==> src/hw/rtl/tss_pkg.sv <==
`timescale 1ns / 1ps
`default_nettype none
// ----------------------------------------------------------------------------
// tss_pkg
// Shared types and constants of the transient / sustain splitter.
// ----------------------------------------------------------------------------
package tss_pkg;

    // Configuration port
    localparam int CFG_INDEX_W = 2;
    localparam int CFG_DATA_W  = 24;

    localparam logic [CFG_INDEX_W-1:0] CFG_FAST_COEF = 2'd0;
    localparam logic [CFG_INDEX_W-1:0] CFG_SLOW_COEF = 2'd1;
    localparam logic [CFG_INDEX_W-1:0] CFG_SEPARATION = 2'd2;
    localparam logic [CFG_INDEX_W-1:0] CFG_MONO_INPUT = 2'd3;

    // Register widths and reset values
    localparam int COEF_W = 24;
    localparam int SEP_W  = 17;

    localparam logic [COEF_W-1:0] FAST_COEF_RESET = 24'd345904;
    localparam logic [COEF_W-1:0] SLOW_COEF_RESET = 24'd8736;
    localparam logic [SEP_W-1:0]  SEPARATION_RESET = 17'd32768;

    // Envelope, gain and divider widths
    localparam int ENV_W     = 32;
    localparam int GAIN_FRAC = 16;
    localparam int GAIN_W    = 17;
    localparam int SENS_W    = 20;
    localparam int PROD_W    = ENV_W + SENS_W;
    localparam int DEN_W     = 53;
    localparam int REM_W     = 54;

    localparam logic [GAIN_W-1:0] GAIN_UNITY = 17'h10000;
    localparam logic [SENS_W-1:0] SENS_BASE  = 20'h20000;
    localparam logic [DEN_W-1:0]  DEN_BASE   = 53'h0800000000000;

    // Scale operand codes
    localparam logic [1:0] SC_TRANS_L = 2'd0;
    localparam logic [1:0] SC_TRANS_R = 2'd1;
    localparam logic [1:0] SC_SUST_L  = 2'd2;
    localparam logic [1:0] SC_SUST_R  = 2'd3;

    typedef struct packed {
        logic [COEF_W-1:0] fast_coef;
        logic [COEF_W-1:0] slow_coef;
        logic [SEP_W-1:0]  separation;
        logic              mono;
    } t_cfg;

    typedef struct packed {
        logic       capture;
        logic       detect;
        logic       env_mul;
        logic       env_slow;
        logic       env_upd;
        logic       onset;
        logic       product;
        logic       div_step;
        logic       scale_mul;
        logic [1:0] scale_idx;
        logic       scale_wr;
        logic       load_out;
    } t_cmd;

endpackage
`default_nettype wire

==> src/hw/rtl/tss_cfg_regs.sv <==
`timescale 1ns / 1ps
`default_nettype none
// ----------------------------------------------------------------------------
// tss_cfg_regs
// Configuration register file, written through a valid/ready port.
// ----------------------------------------------------------------------------
module tss_cfg_regs (
    input  wire logic                            i_clk,
    input  wire logic                            i_rst_n,
    input  wire logic                            i_cfg_valid,
    output logic                                 o_cfg_ready,
    input  wire logic [tss_pkg::CFG_INDEX_W-1:0] i_cfg_index,
    input  wire logic [tss_pkg::CFG_DATA_W-1:0]  i_cfg_data,
    output tss_pkg::t_cfg                        o_cfg
);
    import tss_pkg::*;

    t_cfg r_cfg;

    assign o_cfg_ready = 1'b1;
    assign o_cfg       = r_cfg;

    always_ff @(posedge i_clk) begin
        if (!i_rst_n) begin
            r_cfg.fast_coef  <= FAST_COEF_RESET;
            r_cfg.slow_coef  <= SLOW_COEF_RESET;
            r_cfg.separation <= SEPARATION_RESET;
            r_cfg.mono       <= 1'b0;
        end else if (i_cfg_valid) begin
            unique case (i_cfg_index)
                CFG_FAST_COEF:  r_cfg.fast_coef  <= i_cfg_data[COEF_W-1:0];
                CFG_SLOW_COEF:  r_cfg.slow_coef  <= i_cfg_data[COEF_W-1:0];
                CFG_SEPARATION: r_cfg.separation <= i_cfg_data[SEP_W-1:0];
                CFG_MONO_INPUT: r_cfg.mono       <= i_cfg_data[0];
                default:        r_cfg            <= r_cfg;
            endcase
        end
    end

endmodule
`default_nettype wire

==> config.mk <==
export PLATFORM = sky130hd
export DESIGN_NAME = tss_cfg_regs
export DESIGN_NICKNAME = d
export VERILOG_FILES = /design/src/hw/rtl/tss_pkg.sv /design/src/hw/rtl/tss_cfg_regs.sv
export SDC_FILE = /design/constraint.sdc
export NUM_CORES = 1
export LEC_CHECK = 0
export BUFFER_PORTS_ARGS = -buffer_cell sky130_fd_sc_hd__buf_2
export CORE_AREA = 2 2 59 102
export DETAILED_ROUTE_END_ITERATION = 10
export DIE_AREA = 0 0 61 104
export HOLD_SLACK_MARGIN = 0.05
export PLACE_DENSITY = 0.88
export SETUP_SLACK_MARGIN = 0.5
export SLEW_MARGIN = 20
export SYNTH_ARGS = -nofsm -noshare
export SYNTH_HDL_FRONTEND = slang
export SYNTH_SLANG_ARGS = --single-unit
export TNS_END_PERCENT = 10
==> constraint.sdc <==
create_clock -name i_clk -period 1.09 [get_ports i_clk]
set_input_delay 0.218 -clock i_clk [delete_from_list [all_inputs] [get_ports i_clk]]
set_output_delay 0.218 -clock i_clk [all_outputs]
set_load 0.02 [all_outputs]
==> summary.txt <==
Run status
  • Outcome: complete, no violations

Placement
  • HPWL Detailed: 4460 um
  • IO Port Bufs: 94
  • Placed Cells: 422
  • Worst slack at placement: -0.0511 ns
  • Placement Cell Area: 3190 um2
  • GPL Wtd Cong: 0.765

Worst setup path
  • Worst Path Max Fanout: 2
  • Reg2Reg Depth: 3
  • CP Cell Sequence: buf_6
  • Largest stage delay, worst path: 0.36 ns
  • Crit path from: o_cfg[11]
  • R2R setup slack: 0.38 ns
  • CP Capture Type: output port
  • Slowest cell on crit path: dfxtp_2
  • R2r startpoint: o_cfg[0]
  • Critical Path End: o_cfg[11]
  • Data arrival, critical path: 0.82 ns
  • CP top delay family: flip-flops
  • FF-to-FF End: o_cfg[0]
  • Stages on worst setup path: 1
  • Number of buffers and inverters on the critical path: 1
  • Startpoint types: flip-flop
  • Required @ worst endpoint: 0.87 ns
  • Critical Setup Path Class: flip-flop to output port

Clock tree
  • H-Tree Depth: 3
  • CTS tree: yes
  • Max Buffers Root-to-Sink: 2
  • Root buf cell: clkbuf_8
  • Clock Sinks: 66
  • CTS Hold Bufs: 0
  • Clock Pin Slew Worst Setup and Hold Paths: 0.07 ns
  • CTS Buf Count: 9
  • Clock latency on the worst-skew pair: 0.33 ns

Timing
  • Pins Over Slew Limit: 0
  • Min Hold Slack: 0.139 ns
  • RSZ-0062 raised after global routing: yes
  • Final hold viol count: 0
  • Final WS setup: 0.0548 ns
  • Final setup violating endpoints: 0
  • Fin crit share: 0.950
  • Fin Setup TNS: 0 ns
  • Clk_skew: 0 ns
  • Fmax: 0.966 GHz
  • Tmin final: 1.04 ns

Layout
  • NumNets Final: 396
  • Commonest cells after routing, fill and taps aside: 78 x nand2_1, 66 x dfxtp_2, 65 x buf_6
  • Syn-to-layout area delta: 51.8%
  • Diode count: 0
  • Final instance area: 3950 um2
  • Largest register FFs: 66
  • Post-Layout Cell Count: 447
  • Most common cell after layout, fill and taps aside: nand2_1
  • Fin util: 0.712
  • Share of cells above drive strength 1: 0.534

Power
  • Power Total: 5.27 mW
  • Pleak: 1.87 nW
  • IR drop worst, VDD: 1100 uV
  • Cell Pwr Density: 1330 nW/um2

Global routing
  • Largest net degree at the start of global routing: 49
  • Grt total ovfl: 0
  • First-pass GRT wire length: 10,600 um
  • Vias in the first global route: 2,240
  • GRT Total Usage: 0.226
  • Initial antenna violation count: 0

Floorplan
  • Core ar.: 5540 um2
  • Row cnt: 36
  • Starting Density: 0.469
  • Die area: 6340 um2
  • I/O pin total: 96
  • Chip Width: 61 um
  • Chip height: 104 um

Hold path
  • Hold Crit Class: primary input to flip-flop

Drt
  • Wirelength per Cell: 15.2 um
  • DRT iter0 DRCs: 71
  • WL final: 6810 um
  • Routed vias: 2,247
  • ANT nets after route: 0
  • Drt via density: 5.03
  • DRT Pass-1 Iters: 4
  • DRC viols: 0

Run
  • Max_cap viols: 0

Logic synthesis
  • Synth Instances: 260
  • Post-synthesis net count: 289
  • Syn. warnings: 0
  • Netlist cell types: 19
  • Post-synthesis sequential area ratio: 0.508
  • Synth Cell Area: 2600 um2
  • Syn_area_per_cell: 10.0 um2
  • Synth Register Bits: 66
## power breakdown
part | switching (mW) | internal, mW | leakage (nW)
clock | 0.844 | 1.10 | 0.0962
sequential | 0.0650 | 2.52 | 0.557
combinational | 0.376 | 0.360 | 1.21
total | 1.29 | 3.98 | 1.87
## cells by family after synthesis
group           share of synthesized area
compound gates                     0.0231
flops                               0.508
mux                                 0.223
simple gates                        0.182
buf+inv                            0.0616
other cells                       0.00144
## layout make-up
| cell class | count | area [um2] |
|---|---|---|
| Fill cell | 368 | 1600 |
| Sequential cell | 66 | 1400 |
| Multi-Input combinational cell | 165 | 1130 |
| Timing Repair Buffer | 117 | 1100 |
| Clock buffer | 12 | 145 |
| Tap cell | 76 | 95.1 |
| Clock inverter | 3 | 40.0 |
| Inverter | 8 | 30.0 |
## cell usage after synthesis (all sizes together)
cell type  number  area share
and3b           2      0.0067
buf            13       0.038
clkbuf          8       0.012
conb            1      0.0014
dfxtp          66        0.51
inv             8       0.012
mux2i          58        0.22
nand2          78        0.11
nand3           1      0.0019
nand3b          2       0.011
nand4b          2      0.0067
nand4bb         6       0.026
nor2b           6       0.014
nor3b           1      0.0029
o211ai          8       0.023
## what timing repair did
action,CTS,global route
setup buffers,3,7
setup endpoints to repair,132,132
hold endpoints to repair,0,0
pin swaps,0,0
gates resized for setup,188,9
## how the worst min path moves through the flow
| stage | startpoint | end | slack (ns) | cells after the start |
|---|---|---|---|---|
| after floorplan | i_cfg_data[9] | o_cfg[10] | 0.36 | 2 |
| after global placement | o_cfg[44] | o_cfg[44] | 0.44 | 2 |
| after detailed placement | o_cfg[36] | o_cfg[36] | 0.44 | 2 |
| after CTS | i_cfg_data[5] | o_cfg[6] | 0.13 | 3 |
| after global routing | i_cfg_data[9] | o_cfg[10] | 0.15 | 3 |
| final | i_cfg_data[18] | o_cfg[36] | 0.14 | 3 |
## metal layers
layer  GRT usage  vias up  routed length, um
li1            -     1071                  -
met1       0.244     1091               2610
met2       0.391       72               3720
met3      0.0585       13                286
met4       0.106        0                193
met5           0        -                  0
No activity file was read; power rests on OpenSTA's default activity.
