==> config.mk <==
export PLATFORM = sky130hd
export DESIGN_NAME = tss_ctrl
export DESIGN_NICKNAME = d
export VERILOG_FILES = /design/src/hw/rtl/tss_pkg.sv /design/src/hw/rtl/tss_ctrl.sv
export SDC_FILE = /design/constraint.sdc
export NUM_CORES = 1
export LEC_CHECK = 0
export BUFFER_PORTS_ARGS = -buffer_cell sky130_fd_sc_hd__buf_2
export CAP_MARGIN = 10
export CORE_AREA = 2 2 41 43
export DETAILED_ROUTE_END_ITERATION = 8
export DIE_AREA = 0 0 43 45
export PLACE_DENSITY_LB_ADDON = 0.1
export SYNTH_ARGS = -nofsm -noshare
export SYNTH_HDL_FRONTEND = slang
export SYNTH_SLANG_ARGS = --single-unit
export TNS_END_PERCENT = 5
==> constraint.sdc <==
create_clock -name i_clk -period 3.6 [get_ports i_clk]
set_input_delay 0.9 -clock i_clk [delete_from_list [all_inputs] [get_ports i_clk]]
set_output_delay 0.9 -clock i_clk [all_outputs]
set_load 0.005 [all_outputs]
==> src/hw/rtl/tss_pkg.sv <==
`timescale 1ns / 1ps
`default_nettype none
// ----------------------------------------------------------------------------
// tss_pkg
// Shared types and constants of the transient / sustain splitter.
// ----------------------------------------------------------------------------
package tss_pkg;

    // Configuration port
    localparam int CFG_INDEX_W = 2;
    localparam int CFG_DATA_W  = 24;

    localparam logic [CFG_INDEX_W-1:0] CFG_FAST_COEF = 2'd0;
    localparam logic [CFG_INDEX_W-1:0] CFG_SLOW_COEF = 2'd1;
    localparam logic [CFG_INDEX_W-1:0] CFG_SEPARATION = 2'd2;
    localparam logic [CFG_INDEX_W-1:0] CFG_MONO_INPUT = 2'd3;

    // Register widths and reset values
    localparam int COEF_W = 24;
    localparam int SEP_W  = 17;

    localparam logic [COEF_W-1:0] FAST_COEF_RESET = 24'd345904;
    localparam logic [COEF_W-1:0] SLOW_COEF_RESET = 24'd8736;
    localparam logic [SEP_W-1:0]  SEPARATION_RESET = 17'd32768;

    // Envelope, gain and divider widths
    localparam int ENV_W     = 32;
    localparam int GAIN_FRAC = 16;
    localparam int GAIN_W    = 17;
    localparam int SENS_W    = 20;
    localparam int PROD_W    = ENV_W + SENS_W;
    localparam int DEN_W     = 53;
    localparam int REM_W     = 54;

    localparam logic [GAIN_W-1:0] GAIN_UNITY = 17'h10000;
    localparam logic [SENS_W-1:0] SENS_BASE  = 20'h20000;
    localparam logic [DEN_W-1:0]  DEN_BASE   = 53'h0800000000000;

    // Scale operand codes
    localparam logic [1:0] SC_TRANS_L = 2'd0;
    localparam logic [1:0] SC_TRANS_R = 2'd1;
    localparam logic [1:0] SC_SUST_L  = 2'd2;
    localparam logic [1:0] SC_SUST_R  = 2'd3;

    typedef struct packed {
        logic [COEF_W-1:0] fast_coef;
        logic [COEF_W-1:0] slow_coef;
        logic [SEP_W-1:0]  separation;
        logic              mono;
    } t_cfg;

    typedef struct packed {
        logic       capture;
        logic       detect;
        logic       env_mul;
        logic       env_slow;
        logic       env_upd;
        logic       onset;
        logic       product;
        logic       div_step;
        logic       scale_mul;
        logic [1:0] scale_idx;
        logic       scale_wr;
        logic       load_out;
    } t_cmd;

endpackage
`default_nettype wire

==> src/hw/rtl/tss_ctrl.sv <==
`timescale 1ns / 1ps
`default_nettype none
// ----------------------------------------------------------------------------
// tss_ctrl
// Sequencer: steps one sample through the datapath and owns the handshakes.
// ----------------------------------------------------------------------------
module tss_ctrl (
    input  wire logic  i_clk,
    input  wire logic  i_rst_n,
    input  wire logic  i_in_valid,
    output logic       o_in_stall,
    output logic       o_out_valid,
    input  wire logic  i_out_stall,
    output tss_pkg::t_cmd o_cmd
);
    import tss_pkg::*;

    typedef enum logic [3:0] {
        S_IDLE,
        S_DETECT,
        S_MUL_FAST,
        S_UPD_FAST,
        S_MUL_SLOW,
        S_UPD_SLOW,
        S_ONSET,
        S_PRODUCT,
        S_DIVIDE,
        S_SCALE,
        S_DONE
    } t_state;

    t_state     r_state, n_state;
    logic [3:0] r_cnt, n_cnt;
    logic       r_out_valid, n_out_valid;
    logic       slot_free;

    assign slot_free   = !r_out_valid || !i_out_stall;
    assign o_in_stall  = (r_state != S_IDLE);
    assign o_out_valid = r_out_valid;

    always_comb begin
        o_cmd       = '0;
        n_state     = r_state;
        n_cnt       = r_cnt;
        n_out_valid = r_out_valid && i_out_stall;
        unique case (r_state)
            S_IDLE: begin
                if (i_in_valid) begin
                    o_cmd.capture = 1'b1;
                    n_state       = S_DETECT;
                end
            end
            S_DETECT: begin
                o_cmd.detect = 1'b1;
                n_state      = S_MUL_FAST;
            end
            S_MUL_FAST: begin
                o_cmd.env_mul = 1'b1;
                n_state       = S_UPD_FAST;
            end
            S_UPD_FAST: begin
                o_cmd.env_upd = 1'b1;
                n_state       = S_MUL_SLOW;
            end
            S_MUL_SLOW: begin
                o_cmd.env_mul  = 1'b1;
                o_cmd.env_slow = 1'b1;
                n_state        = S_UPD_SLOW;
            end
            S_UPD_SLOW: begin
                o_cmd.env_upd  = 1'b1;
                o_cmd.env_slow = 1'b1;
                n_state        = S_ONSET;
            end
            S_ONSET: begin
                o_cmd.onset = 1'b1;
                n_state     = S_PRODUCT;
            end
            S_PRODUCT: begin
                o_cmd.product = 1'b1;
                n_cnt         = '0;
                n_state       = S_DIVIDE;
            end
            S_DIVIDE: begin
                o_cmd.div_step = 1'b1;
                n_cnt          = r_cnt + 4'd1;
                if (r_cnt == 4'd15) begin
                    n_cnt   = '0;
                    n_state = S_SCALE;
                end
            end
            S_SCALE: begin
                // multiply operand cnt, write back operand cnt-1
                o_cmd.scale_mul = (r_cnt != 4'd4);
                o_cmd.scale_idx = r_cnt[1:0];
                o_cmd.scale_wr  = (r_cnt != 4'd0);
                n_cnt           = r_cnt + 4'd1;
                if (r_cnt == 4'd4) begin
                    n_state = S_DONE;
                end
            end
            S_DONE: begin
                // hold until the output register is empty or draining
                if (slot_free) begin
                    o_cmd.load_out = 1'b1;
                    n_out_valid    = 1'b1;
                    n_state        = S_IDLE;
                end
            end
            default: begin
                n_state = S_IDLE;
            end
        endcase
    end

    always_ff @(posedge i_clk) begin
        if (!i_rst_n) begin
            r_state     <= S_IDLE;
            r_cnt       <= '0;
            r_out_valid <= 1'b0;
        end else begin
            r_state     <= n_state;
            r_cnt       <= n_cnt;
            r_out_valid <= n_out_valid;
        end
    end

endmodule
`default_nettype wire

==> reports/results.tsv, run 1 <==
stage	metric	value	unit
placed_design	gp_congestion	0.8134	
synthesis	synth_warnings	0	
routing	ant_nets	0	
final_layout	nets	101	
clock_tree	ctsLongestPathBuffers	2	
synthesis	ys_ff_latch	9	
sta	slew_viol_final	0	
synthesis	synth_top_cells_by_area	dfxtp_1 (28%), o2bb2ai_4 (4.3%), nor2_1 (4.1%)	
routing	wl	1392	um
synthesis	synth_edf_count	0	
clock_tree	cts_buffers	3	
worst_setup_path	cp.required	2700	ps
clock_tree	cts_tree	yes	
clock_tree	clk_pin_slew_worst_paths	70	ps
synthesis	syn_area	640.6	um^2
routing	first_iter_violations	4	
sta	clock_skew	3.631	ps
final_layout	seqCellArea	180.2	um^2
sta	min_period	2580	ps
clock_tree	post_cts_buffers	0	
sta	setup_violations	0	
global_routing	grt_pass1_wl	2242	um
clock_tree	cts_hold_buf	0	
worst_setup_path	cp-end-kind	primary output	
floorplanning	initial_core_util	43.54	%
final_layout	syn_to_final_growth	18.36	%
clock_tree	clock-sinks	9	
pwr	finalPower	0.5242	mW
floorplanning	row_count	14	
synthesis	synthArstFlopShare	0	%
placed_design	dp.final_hpwl	978.9	um
pwr	p_leak	0.3272	nW
clock_tree	cts_root_buffer	clkbuf_4	
worst_setup_path	path_class	reg -> out	
pwr	ir_drop	0.0004080	V
routing	vias	592	
global_routing	grt_use_total	15.85	%
final_layout	multi_input_area	422.9	um^2
sta	fin_crit_sh	71.68	%
synthesis	synthCells	76	
placed_design	port_buffers	18	
routing	vias_per_cell	5.382	
synthesis	syn_area_per_cell	8.429	um^2
clock_tree	htreeDepth	1	
routing	drcViolationCount	0	
flow_run	drv_cap	0	
final_layout	fill_cells	164	
synthesis	yosysSeqAreaShare	28.13	%
floorplanning	die_w	43	um
clock_tree	cts_resized	0	
final_layout	n_antenna_cell	0	
global_routing	first_global_vias	477	
synthesis	yosysMostFrequentCell	dfxtp_1	
floorplanning	dieHeight	45	um
synthesis	synthTopCellsByCount	dfxtp_1 (9), nor2_1 (7), inv_1 (5), nand2_1 (5), o21ai_0 (5)	
floorplanning	pin_count	19	
clock_tree	clock_latency	260	ps
routing	wl_per_cell	12.65	um
sta	hold_viol_final	0	
synthesis	postSynthNetCount	82	
worst_setup_path	cp-start-kind	flip-flop	
final_layout	final_util	51.53	%
synthesis	synth_top_cell_by_area	dfxtp_1	
sta	worstMarginPinSlew	537.2	ps
floorplanning	coreArea	0.001471	mm^2
pwr	power_density	691.4	mW/mm^2
worst_setup_path	cp.arrival	1680	ps
sta	rsz0062_at_grt	no	
outcome	status	completed	
routing	first_pass_iters	3	
min_path	hold_path.class	reg -> reg	
global_routing	grt_remaining_overflow	0	
global_routing	antenna_found_initial	0	
sta	slew_headroom	64.14	%
final_layout	drive_gt1_share	27.66	%
global_routing	grt_max_degree	18	
synthesis	synth_flop_cell	dfxtp_1	
sta	max_freq	0.3875	GHz
sta	tns	0	ps
floorplanning	die-area	0.001935	mm^2
worst_setup_path	cp_max_fo	17	
synthesis	synth_top_cell_area_share	28.13	%
synthesis	ys_types	34	
through the flow:
step | std cells | cell area, um^2 | hold WS (ps) | setup slack (ps)
floorplan | 76 | 640.6 | 484.8 | 1658
global placement | 106 | 732.0 | 501.1 | 1360
detailed placement | 106 | 732.0 | 508.5 | 1318
CTS | 110 | 758.2 | 519.2 | 1030
global route | 110 | 758.2 | 572.4 | 844.9
finish | 110 | 758.2 | 518.0 | 1020
critical path: stages (launching register included):
cell       delay [ps]
dfxtp_1           660
nand4bb_1         270
a31oi_2           320
buf_2             170
layer usage:
metal | GRT usage (%) | part of all wire [%] | up-vias
met5 | 0 | 0 | -
met2 | 24.85 | 42 | 12
li1 | - | - | 315
met3 | 6.000 | 5.1 | 2
met4 | 3.636 | 0.93 | 0
met1 | 20.94 | 52 | 263
final timing paths:
path,from,endpoint,slack (ps),cells after the start
worst min-delay path,o_out_valid,o_out_valid,520,2
worst max-delay path,r_state[3],o_cmd[4],1020,3
worst max register to register,r_state[3],r_state[1],1810,4
worst min register to register,o_out_valid,o_out_valid,520,2
kinds of logic after synthesis:
kind of cell | Yosys count | share of synthesized area, %
adders and majority gates | 2 | 3.906
AOI/OAI and AO/OA | 16 | 20.51
and+or+nand+nor | 35 | 34.57
xor gates and xnor gates | 4 | 5.470
buffers and inverters | 9 | 5.860
muxes | 1 | 1.563
DFF | 9 | 28.12
placed cells by master, fill, tap and decap left out, types with 2 or more instances in the layout:
cell type | synthesis | routed
buf_2 | 0 | 18
o21ai_0 | 5 | 5
or3_1 | 2 | 2
nor3_1 | 3 | 3
nor4_1 | 2 | 2
ha_1 | 2 | 2
nor3b_1 | 3 | 3
clkbuf_4 | 0 | 3
dfxtp_1 | 9 | 9
a21oi_1 | 3 | 3
nor2_1 | 7 | 7
nand3b_1 | 2 | 2
nand3_1 | 2 | 2
nand4bb_1 | 2 | 2
nand2_1 | 5 | 5
inv_1 | 5 | 5
xnor2_1 | 3 | 3
power by group:
part | switching [mW] | internal [mW]
clock network | 0.0370 | 0.0427
registers | 0.0758 | 0.128
logic | 0.109 | 0.132
total | 0.221 | 0.303
state kept, by name, indices dropped and copies added, names as in the netlist:
name / flops
r_state: 4
r_cnt: 4
o_out_valid: 1
area by class of cell:
| class | instances | area share, % |
|---|---|---|
| Inverter | 5 | 2.475 |
| Clock buffer | 4 | 3.465 |
| Sequential cell | 9 | 23.76 |
| Tap cell | 16 | 2.640 |
| Multi-Input combinational cell | 58 | 55.78 |
| Timing Repair Buffer | 18 | 11.88 |
(Power assumes the default switching activity.)
==> run 2: changes to the inputs <==
--- a/config.mk
+++ b/config.mk
@@ -5,11 +5,12 @@
 export SDC_FILE = /design/constraint.sdc
 export NUM_CORES = 1
 export LEC_CHECK = 0
+export ABC_AREA = 1
 export BUFFER_PORTS_ARGS = -buffer_cell sky130_fd_sc_hd__buf_2
 export CAP_MARGIN = 10
-export CORE_AREA = 2 2 41 43
+export CORE_AREA = 2 2 42 44
 export DETAILED_ROUTE_END_ITERATION = 8
-export DIE_AREA = 0 0 43 45
+export DIE_AREA = 0 0 44 46
 export PLACE_DENSITY_LB_ADDON = 0.1
 export SYNTH_ARGS = -nofsm -noshare
 export SYNTH_HDL_FRONTEND = slang
==> constraint.sdc (replaced) <==
create_clock -name i_clk -period 2.3 [get_ports i_clk]
set_input_delay 0.575 -clock i_clk [delete_from_list [all_inputs] [get_ports i_clk]]
set_output_delay 0.575 -clock i_clk [all_outputs]
set_load 0.005 [all_outputs]
==> run 2 against run 1 <==
Net effect: critical path depth rose by 2; setup slack got worse by 670 ps; sequential share of layout area fell by 0.65 points; sequential power rose by 24%; routed wire length fell by 1.3%; die area rose by 4.6%; total power rose by 61%; clock-buffer cell count did not move; synthesized cell count rose by 33%; cell count rose by 26%; global-route usage fell by 0.38 points; worst hold slack got worse by 14 ps; largest cell class unchanged.
==> reports/results.tsv, run 2 <==
stage	metric	value	unit	change
floorplanning	pin_count	19		unchanged
sta	postLayoutSetupSlackWorst	346.1	ps	was 1020 ps
clock_tree	cts_tree	yes		unchanged
final_layout	fill_cells	181		was 164
pwr	p_leak	0.4086	nW	was 0.3272 nW
sta	worstMarginPinSlew	403.1	ps	was 537.2 ps
worst_setup_path	cp-start-kind	flip-flop		unchanged
sta	clock_skew	1.108	ps	was 3.631 ps
final_layout	multi_input_area	397.9	um^2	was 422.9 um^2
synthesis	yosysSeqAreaShare	27.59	%	was 28.13%
worst_setup_path	cp.required	1730	ps	was 2700 ps
global_routing	grt_remaining_overflow	0		unchanged
worst_setup_path	critPathTopFamily	flip-flops		unchanged
pwr	power_density	1084	mW/mm^2	was 691.4 mW/mm^2
pwr	ir_drop	0.0005620	V	was 0.0004080 V
routing	first_pass_iters	4		was 3
worst_setup_path	crit_cells	5		was 3
clock_tree	clock-sinks	9		unchanged
clock_tree	ctsLongestPathBuffers	2		unchanged
sta	slew_headroom	73.09	%	was 64.14%
floorplanning	row_count	15		was 14
pwr	clock_power_share	14.3	%	was 15.2%
synthesis	ys_ff_latch	9		unchanged
sta	tns	0	ps	unchanged
synthesis	synth_top_cell_by_area	dfxtp_1		unchanged
clock_tree	clock_latency	250	ps	was 260 ps
flow_run	drv_cap	0		unchanged
final_layout	final_util	48.29	%	was 51.53%
routing	first_iter_violations	12		was 4
worst_setup_path	startpoint	r_state[1]		was r_state[3]
global_routing	antenna_found_initial	0		unchanged
worst_setup_path	crit_top_cell	inv_1		
sta	slew_viol_final	0		unchanged
floorplanning	coreArea	0.001614	mm^2	was 0.001471 mm^2
clock_tree	cts_buffers	3		unchanged
clock_tree	clk_pin_slew_worst_paths	60	ps	was 70 ps
floorplanning	die-area	0.002024	mm^2	was 0.001935 mm^2
worst_setup_path	worstReg2RegStart	r_state[1]		was r_state[3]
worst_setup_path	critPathBufInv	3		was 1
min_path	hold_path_depth	2		unchanged
placed_design	port_buffers	18		unchanged
synthesis	synthArstFlopShare	0	%	unchanged
worst_setup_path	cp_max_fo	10		was 17
worst_setup_path	r2r_cells	7		was 4
sta	fin_crit_sh	84.95	%	
final_layout	final_cell_mix	nand2_1 (20), buf_2 (18), nor2_1 (16)		was buf_2 (18), dfxtp_1 (9), nor2_1 (7)
placed_design	gp_congestion	0.8348		was 0.8134
worst_setup_path	rrSetupSlack	990	ps	was 1810 ps
worst_setup_path	critPathMaxStageDelay	560	ps	was 660 ps
synthesis	synth_flop_cell	dfxtp_1		unchanged
routing	wl_per_cell	9.885	um	was 12.65 um
final_layout	n_antenna_cell	0		unchanged
final_layout	syn_to_final_growth	19.35	%	was 18.36%
global_routing	first_global_vias	557		was 477
synthesis	synth_edf_count	0		unchanged
pwr	p_sw	0.4109	mW	was 0.2214 mW
global_routing	grt_max_degree	11		was 18
min_path	hold_path.class	reg -> reg		unchanged
routing	ant_nets	0		unchanged
clock_tree	cts_resized	0		unchanged
worst_setup_path	path_class	reg -> out		unchanged
synthesis	syn_area_per_cell	6.467	um^2	was 8.429 um^2
worst_setup_path	worstPathCellList	inv_1 -> nor2_1 -> inv_1 -> o22ai_1 -> buf_2		was nand4bb_1 -> a31oi_2 -> buf_2
sta	min_period	1954	ps	
sta	hold_viol_final	0		unchanged
clock_tree	cts_hold_buf	0		unchanged
clock_tree	post_cts_buffers	0		unchanged
floorplanning	dieHeight	46	um	was 45 um
pwr	finalPower	0.8451	mW	was 0.5242 mW
synthesis	synth_top_cells_by_area	dfxtp_1 (28%), nand2_1 (11%), nor2_1 (9.2%)		was dfxtp_1 (28%), o2bb2ai_4 (4.3%), nor2_1 (4.1%)
final_layout	nets	129		was 101
synthesis	synthTopCellsByCount	nand2_1 (20), nor2_1 (16), inv_1 (13)		was dfxtp_1 (9), nor2_1 (7), inv_1 (5), nand2_1 (5), o21ai_0 (5)
global_routing	grt_pass1_wl	2270	um	was 2242 um
outcome	status	completed		unchanged
synthesis	synthCells	101		was 76
synthesis	synth_top_cell_area_share	27.59	%	was 28.13%
worst_setup_path	cp-end-kind	primary output		unchanged
final_layout	drive_gt1_share	33.61	%	was 27.66%
placed_design	dpl_worst_slack	617.6	ps	was 1318 ps
synthesis	yosysMostFrequentCell	nand2_1		was dfxtp_1
pwr	swShare	48.62	%	was 42.24%
worst_setup_path	cp.arrival	1380	ps	was 1680 ps
sta	rsz0062_at_grt	no		unchanged
synthesis	postSynthNetCount	107		was 82
final_layout	seqCellArea	180.2	um^2	unchanged
pwr	intPower	0.4342	mW	was 0.3028 mW
synthesis	synth_warnings	0		unchanged
sta	max_freq	0.5118	GHz	
routing	drcViolationCount	0		unchanged
min_path	hold_path_startpoint	o_out_valid		unchanged
worst_setup_path	crit_path_top_delay_cell	dfxtp_1		unchanged
floorplanning	initial_core_util	40.47	%	was 43.54%
pwr	power.share.sequential	29.8	%	was 38.8%
sta	setup_violations	0		unchanged
routing	vias_per_cell	4.806		was 5.382
final_layout	layout_commonest_cell	nand2_1		was buf_2
sta	whs	503.8	ps	was 518.0 ps
clock_tree	cts_root_buffer	clkbuf_4		unchanged
pwr	comb_power_share	55.9	%	was 46.0%
placed_design	dp.final_hpwl	1203	um	was 978.9 um
routing	vias	668		was 592
worst_setup_path	timing.rr.end	r_cnt[3]		was r_state[1]
synthesis	syn_area	653.1	um^2	was 640.6 um^2
floorplanning	die_w	44	um	was 43 um
global_routing	grt_use_total	15.47	%	was 15.85%
clock_tree	htreeDepth	1		unchanged
synthesis	ys_types	17		was 34
min_path	min_to	o_out_valid		unchanged
routing	wl	1374	um	was 1392 um
-- run 2: cell count changes after synthesis, moves of 4 or more --
cell	change
nand2_1	+15
nor2_1	+9
inv_1	+8
nand2_2	+6
nand3_1	+5
nor2_4	+5
a21oi_1	+4
inv_2	+4
-- run 2: power by group through the flow --
stage	clock network (mW)	logic (mW)	registers [mW]
2_1_floorplan	0	0.387	0.230
3_3_place_gp	0	0.478	0.254
3_5_place_dp	0	0.479	0.256
4_1_cts	0.128	0.481	0.252
5_1_grt	0.131	0.535	0.260
6_report	0.121	0.472	0.252
-- run 2: worst min-delay path, cell delays in order (launching register included) --
cell,delay (ps)
dfxtp_1,310
nand2_1,80
a21oi_1,70
-- run 2: stage by stage --
step,instance area (um^2),cells
2_1_floorplan,653.1,101
3_3_place_gp,753.2,135
3_5_place_dp,753.2,135
4_1_cts,779.5,139
5_1_grt,779.5,139
6_report,779.5,139
-- run 2: worst max-delay path by stage --
stage | endpoint | slack [ps]
5_1_grt | o_cmd[10] | 200
2_1_floorplan | o_cmd[10] | 880
4_1_cts | o_cmd[10] | 330
6_report | o_cmd[10] | 350
3_5_place_dp | o_cmd[10] | 620
3_3_place_gp | o_cmd[10] | 660
-- run 2: cell type report --
cell class | instances | area share, %
repair buffers | 18 | 11.56
well taps | 17 | 2.729
inverters | 17 | 8.186
clock buffers | 4 | 3.371
multi-input cells | 74 | 51.04
flip-flops and latches | 9 | 23.11
-- run 2: cells by family (layout without fill, tap and decap cells) --
| group | after synthesis | count (layout) | synth area share, % |
|---|---|---|---|
| AOI/OAI and AO/OA | 12 | 12 | 9.386 |
| adders and majority gates | 2 | 2 | 3.831 |
| buffers and inverters | 18 | 39 | 11.49 |
| DFF | 9 | 9 | 27.59 |
| and+or+nand+nor | 60 | 60 | 47.70 |
-- run 2: layer usage --
| layer | part of all wire [%] | vias to the layer above | global-route usage [%] |
|---|---|---|---|
| met2 | 50 | 15 | 27.06 |
| met3 | 4.5 | 2 | 2.381 |
| li1 | - | 358 | - |
| met1 | 44 | 293 | 18.44 |
| met5 | 0 | - | 0 |
| met4 | 0.58 | 0 | 7.273 |
==> run 3: changes to the inputs <==
==> constraint.sdc (replaced) <==
create_clock -name i_clk -period 1.71 [get_ports i_clk]
set_input_delay 0.4275 -clock i_clk [delete_from_list [all_inputs] [get_ports i_clk]]
set_output_delay 0.4275 -clock i_clk [all_outputs]
set_load 0.005 [all_outputs]
==> run 3 against run 2 <==
Net effect: total power increased by 38%; combinational power increased by 36%; cell count unchanged; first-iteration DRC count decreased by 17%; worst hold slack got worse by 62 ps.
==> reports/results.tsv, run 3 (synthesis gave the netlist of run 2 again) <==
stage	metric	value	unit	change
routing	drcViolationCount	0		unchanged
sta	hold_viol_final	0		unchanged
final_layout	layout_commonest_cell	nand2_1		unchanged
clock_tree	htreeDepth	1		unchanged
outcome	status	completed		unchanged
floorplanning	die_w	44	um	unchanged
routing	first_pass_iters	4		unchanged
worst_setup_path	critPathMaxStageDelay	350	ps	was 560 ps
sta	setup_violations	0		unchanged
worst_setup_path	cp_max_fo	4		was 10
worst_setup_path	critPathTopFamily	flip-flops		unchanged
worst_setup_path	worstPathCellList	inv_1 -> ha_1 -> nand3_1 -> nand3_2 -> inv_1 -> buf_2		was inv_1 -> nor2_1 -> inv_1 -> o22ai_1 -> buf_2
routing	vias	677		was 668
final_layout	n_antenna_cell	0		unchanged
floorplanning	row_count	15		unchanged
routing	wl_per_cell	10.11	um	was 9.885 um
worst_setup_path	cp.required	1280	ps	was 1730 ps
pwr	p_leak	0.4108	nW	was 0.4086 nW
clock_tree	clock_latency	260	ps	was 250 ps
worst_setup_path	rrSetupSlack	460	ps	was 990 ps
flow_run	drv_cap	0		unchanged
clock_tree	cts_buffers	3		unchanged
worst_setup_path	cp.arrival	1250	ps	was 1380 ps
placed_design	port_buffers	18		unchanged
worst_setup_path	worstReg2RegStart	r_cnt[0]		was r_state[1]
worst_setup_path	path_class	reg -> out		unchanged
sta	rsz0062_at_grt	yes		was no
clock_tree	cts_root_buffer	clkbuf_4		unchanged
pwr	ir_drop	0.0007974	V	was 0.0005620 V
routing	vias_per_cell	4.871		was 4.806
sta	slew_viol_final	0		unchanged
clock_tree	cts_hold_buf	0		unchanged
floorplanning	coreArea	0.001614	mm^2	unchanged
final_layout	final_cell_mix	nand2_1 (20), buf_2 (18), nor2_1 (14)		was nand2_1 (20), buf_2 (18), nor2_1 (16)
placed_design	gp_congestion	0.8350		was 0.8348
worst_setup_path	startpoint	r_cnt[0]		was r_state[1]
sta	clock_skew	0.8391	ps	was 1.108 ps
clock_tree	cts_tree	yes		unchanged
worst_setup_path	critPathBufInv	3		unchanged
routing	wl	1405	um	was 1374 um
min_path	hold_path.class	in -> reg		was reg -> reg
pwr	power_density	1471	mW/mm^2	was 1084 mW/mm^2
sta	max_freq	0.5955	GHz	
clock_tree	cts_resized	2		was 0
sta	min_period	1679	ps	
final_layout	fill_cells	180		was 181
worst_setup_path	crit_path_top_delay_cell	dfxtp_1		unchanged
sta	worstMarginPinSlew	258.8	ps	was 403.1 ps
floorplanning	pin_count	19		unchanged
placed_design	dpl_worst_slack	171.8	ps	was 617.6 ps
pwr	finalPower	1.165	mW	was 0.8451 mW
routing	ant_nets	0		unchanged
global_routing	grt_use_total	15.87	%	was 15.47%
worst_setup_path	crit_top_cell	inv_1		unchanged
clock_tree	clock-sinks	9		unchanged
sta	postLayoutSetupSlackWorst	30.76	ps	was 346.1 ps
floorplanning	initial_core_util	40.47	%	unchanged
min_path	hold_path_startpoint	i_out_stall		was o_out_valid
worst_setup_path	cp-end-kind	primary output		unchanged
floorplanning	die-area	0.002024	mm^2	unchanged
final_layout	drive_gt1_share	38.52	%	was 33.61%
global_routing	grt_remaining_overflow	0		unchanged
clock_tree	post_cts_buffers	0		unchanged
final_layout	nets	129		unchanged
sta	fin_crit_sh	98.20	%	
worst_setup_path	cp-start-kind	flip-flop		unchanged
global_routing	grt_max_degree	11		unchanged
final_layout	syn_to_final_growth	21.26	%	was 19.35%
sta	slew_headroom	82.57	%	was 73.09%
clock_tree	clk_pin_slew_worst_paths	60	ps	about the same
global_routing	grt_pass1_wl	2325	um	was 2270 um
clock_tree	ctsLongestPathBuffers	2		unchanged
global_routing	first_global_vias	549		was 557
floorplanning	dieHeight	46	um	unchanged
placed_design	dp.final_hpwl	1195	um	was 1203 um
global_routing	antenna_found_initial	0		unchanged
routing	first_iter_violations	10		was 12
run 3: path summary, 6_finish.rpt:
path	to	cells after the start
max	o_cmd[4]	6
min	o_out_valid	3
max reg2reg	r_state[0]	9
min reg2reg	r_cnt[1]	2
run 3: final cells by class:
cell class              instances  area, um^2  area share [%]
multi-input cells              74       402.9           50.87
inverters                      17       63.81           8.057
clock buffers                   4       26.28           3.318
repair buffers                 18       90.09           11.37
well taps                      17       21.27           2.686
flip-flops and latches          9       187.7           23.70
run 3: tightest hold or removal path, cell delays in order:
cell     delay, ps
buf_2           90
nand2_1         60
a21oi_1         70
run 3: stage by stage:
step                hold slack [ps]  TNS, ps  util [%]  instance area, um^2  std cells
floorplan                     471.9        0         -                653.1        101
global placement              477.9        0     46.67                753.2        135
detailed placement            493.6        0     46.67                753.2        135
CTS                           437.1        0     48.45                782.0        139
global route                  450.8   -99.01     49.07                792.0        139
finish                        441.5        0     49.07                792.0        139
run 3: power by group:
part | switching [mW] | internal (mW)
clock | 0.0769 | 0.0901
sequential | 0.0838 | 0.271
combinational | 0.404 | 0.240
run 3: per-layer routing:
layer	vias up	GRT usage (%)	wire, um
met1	294	19.34	636
met3	4	2.381	82
met4	0	9.091	25
li1	356	-	-
met5	-	0	0
met2	23	26.47	660
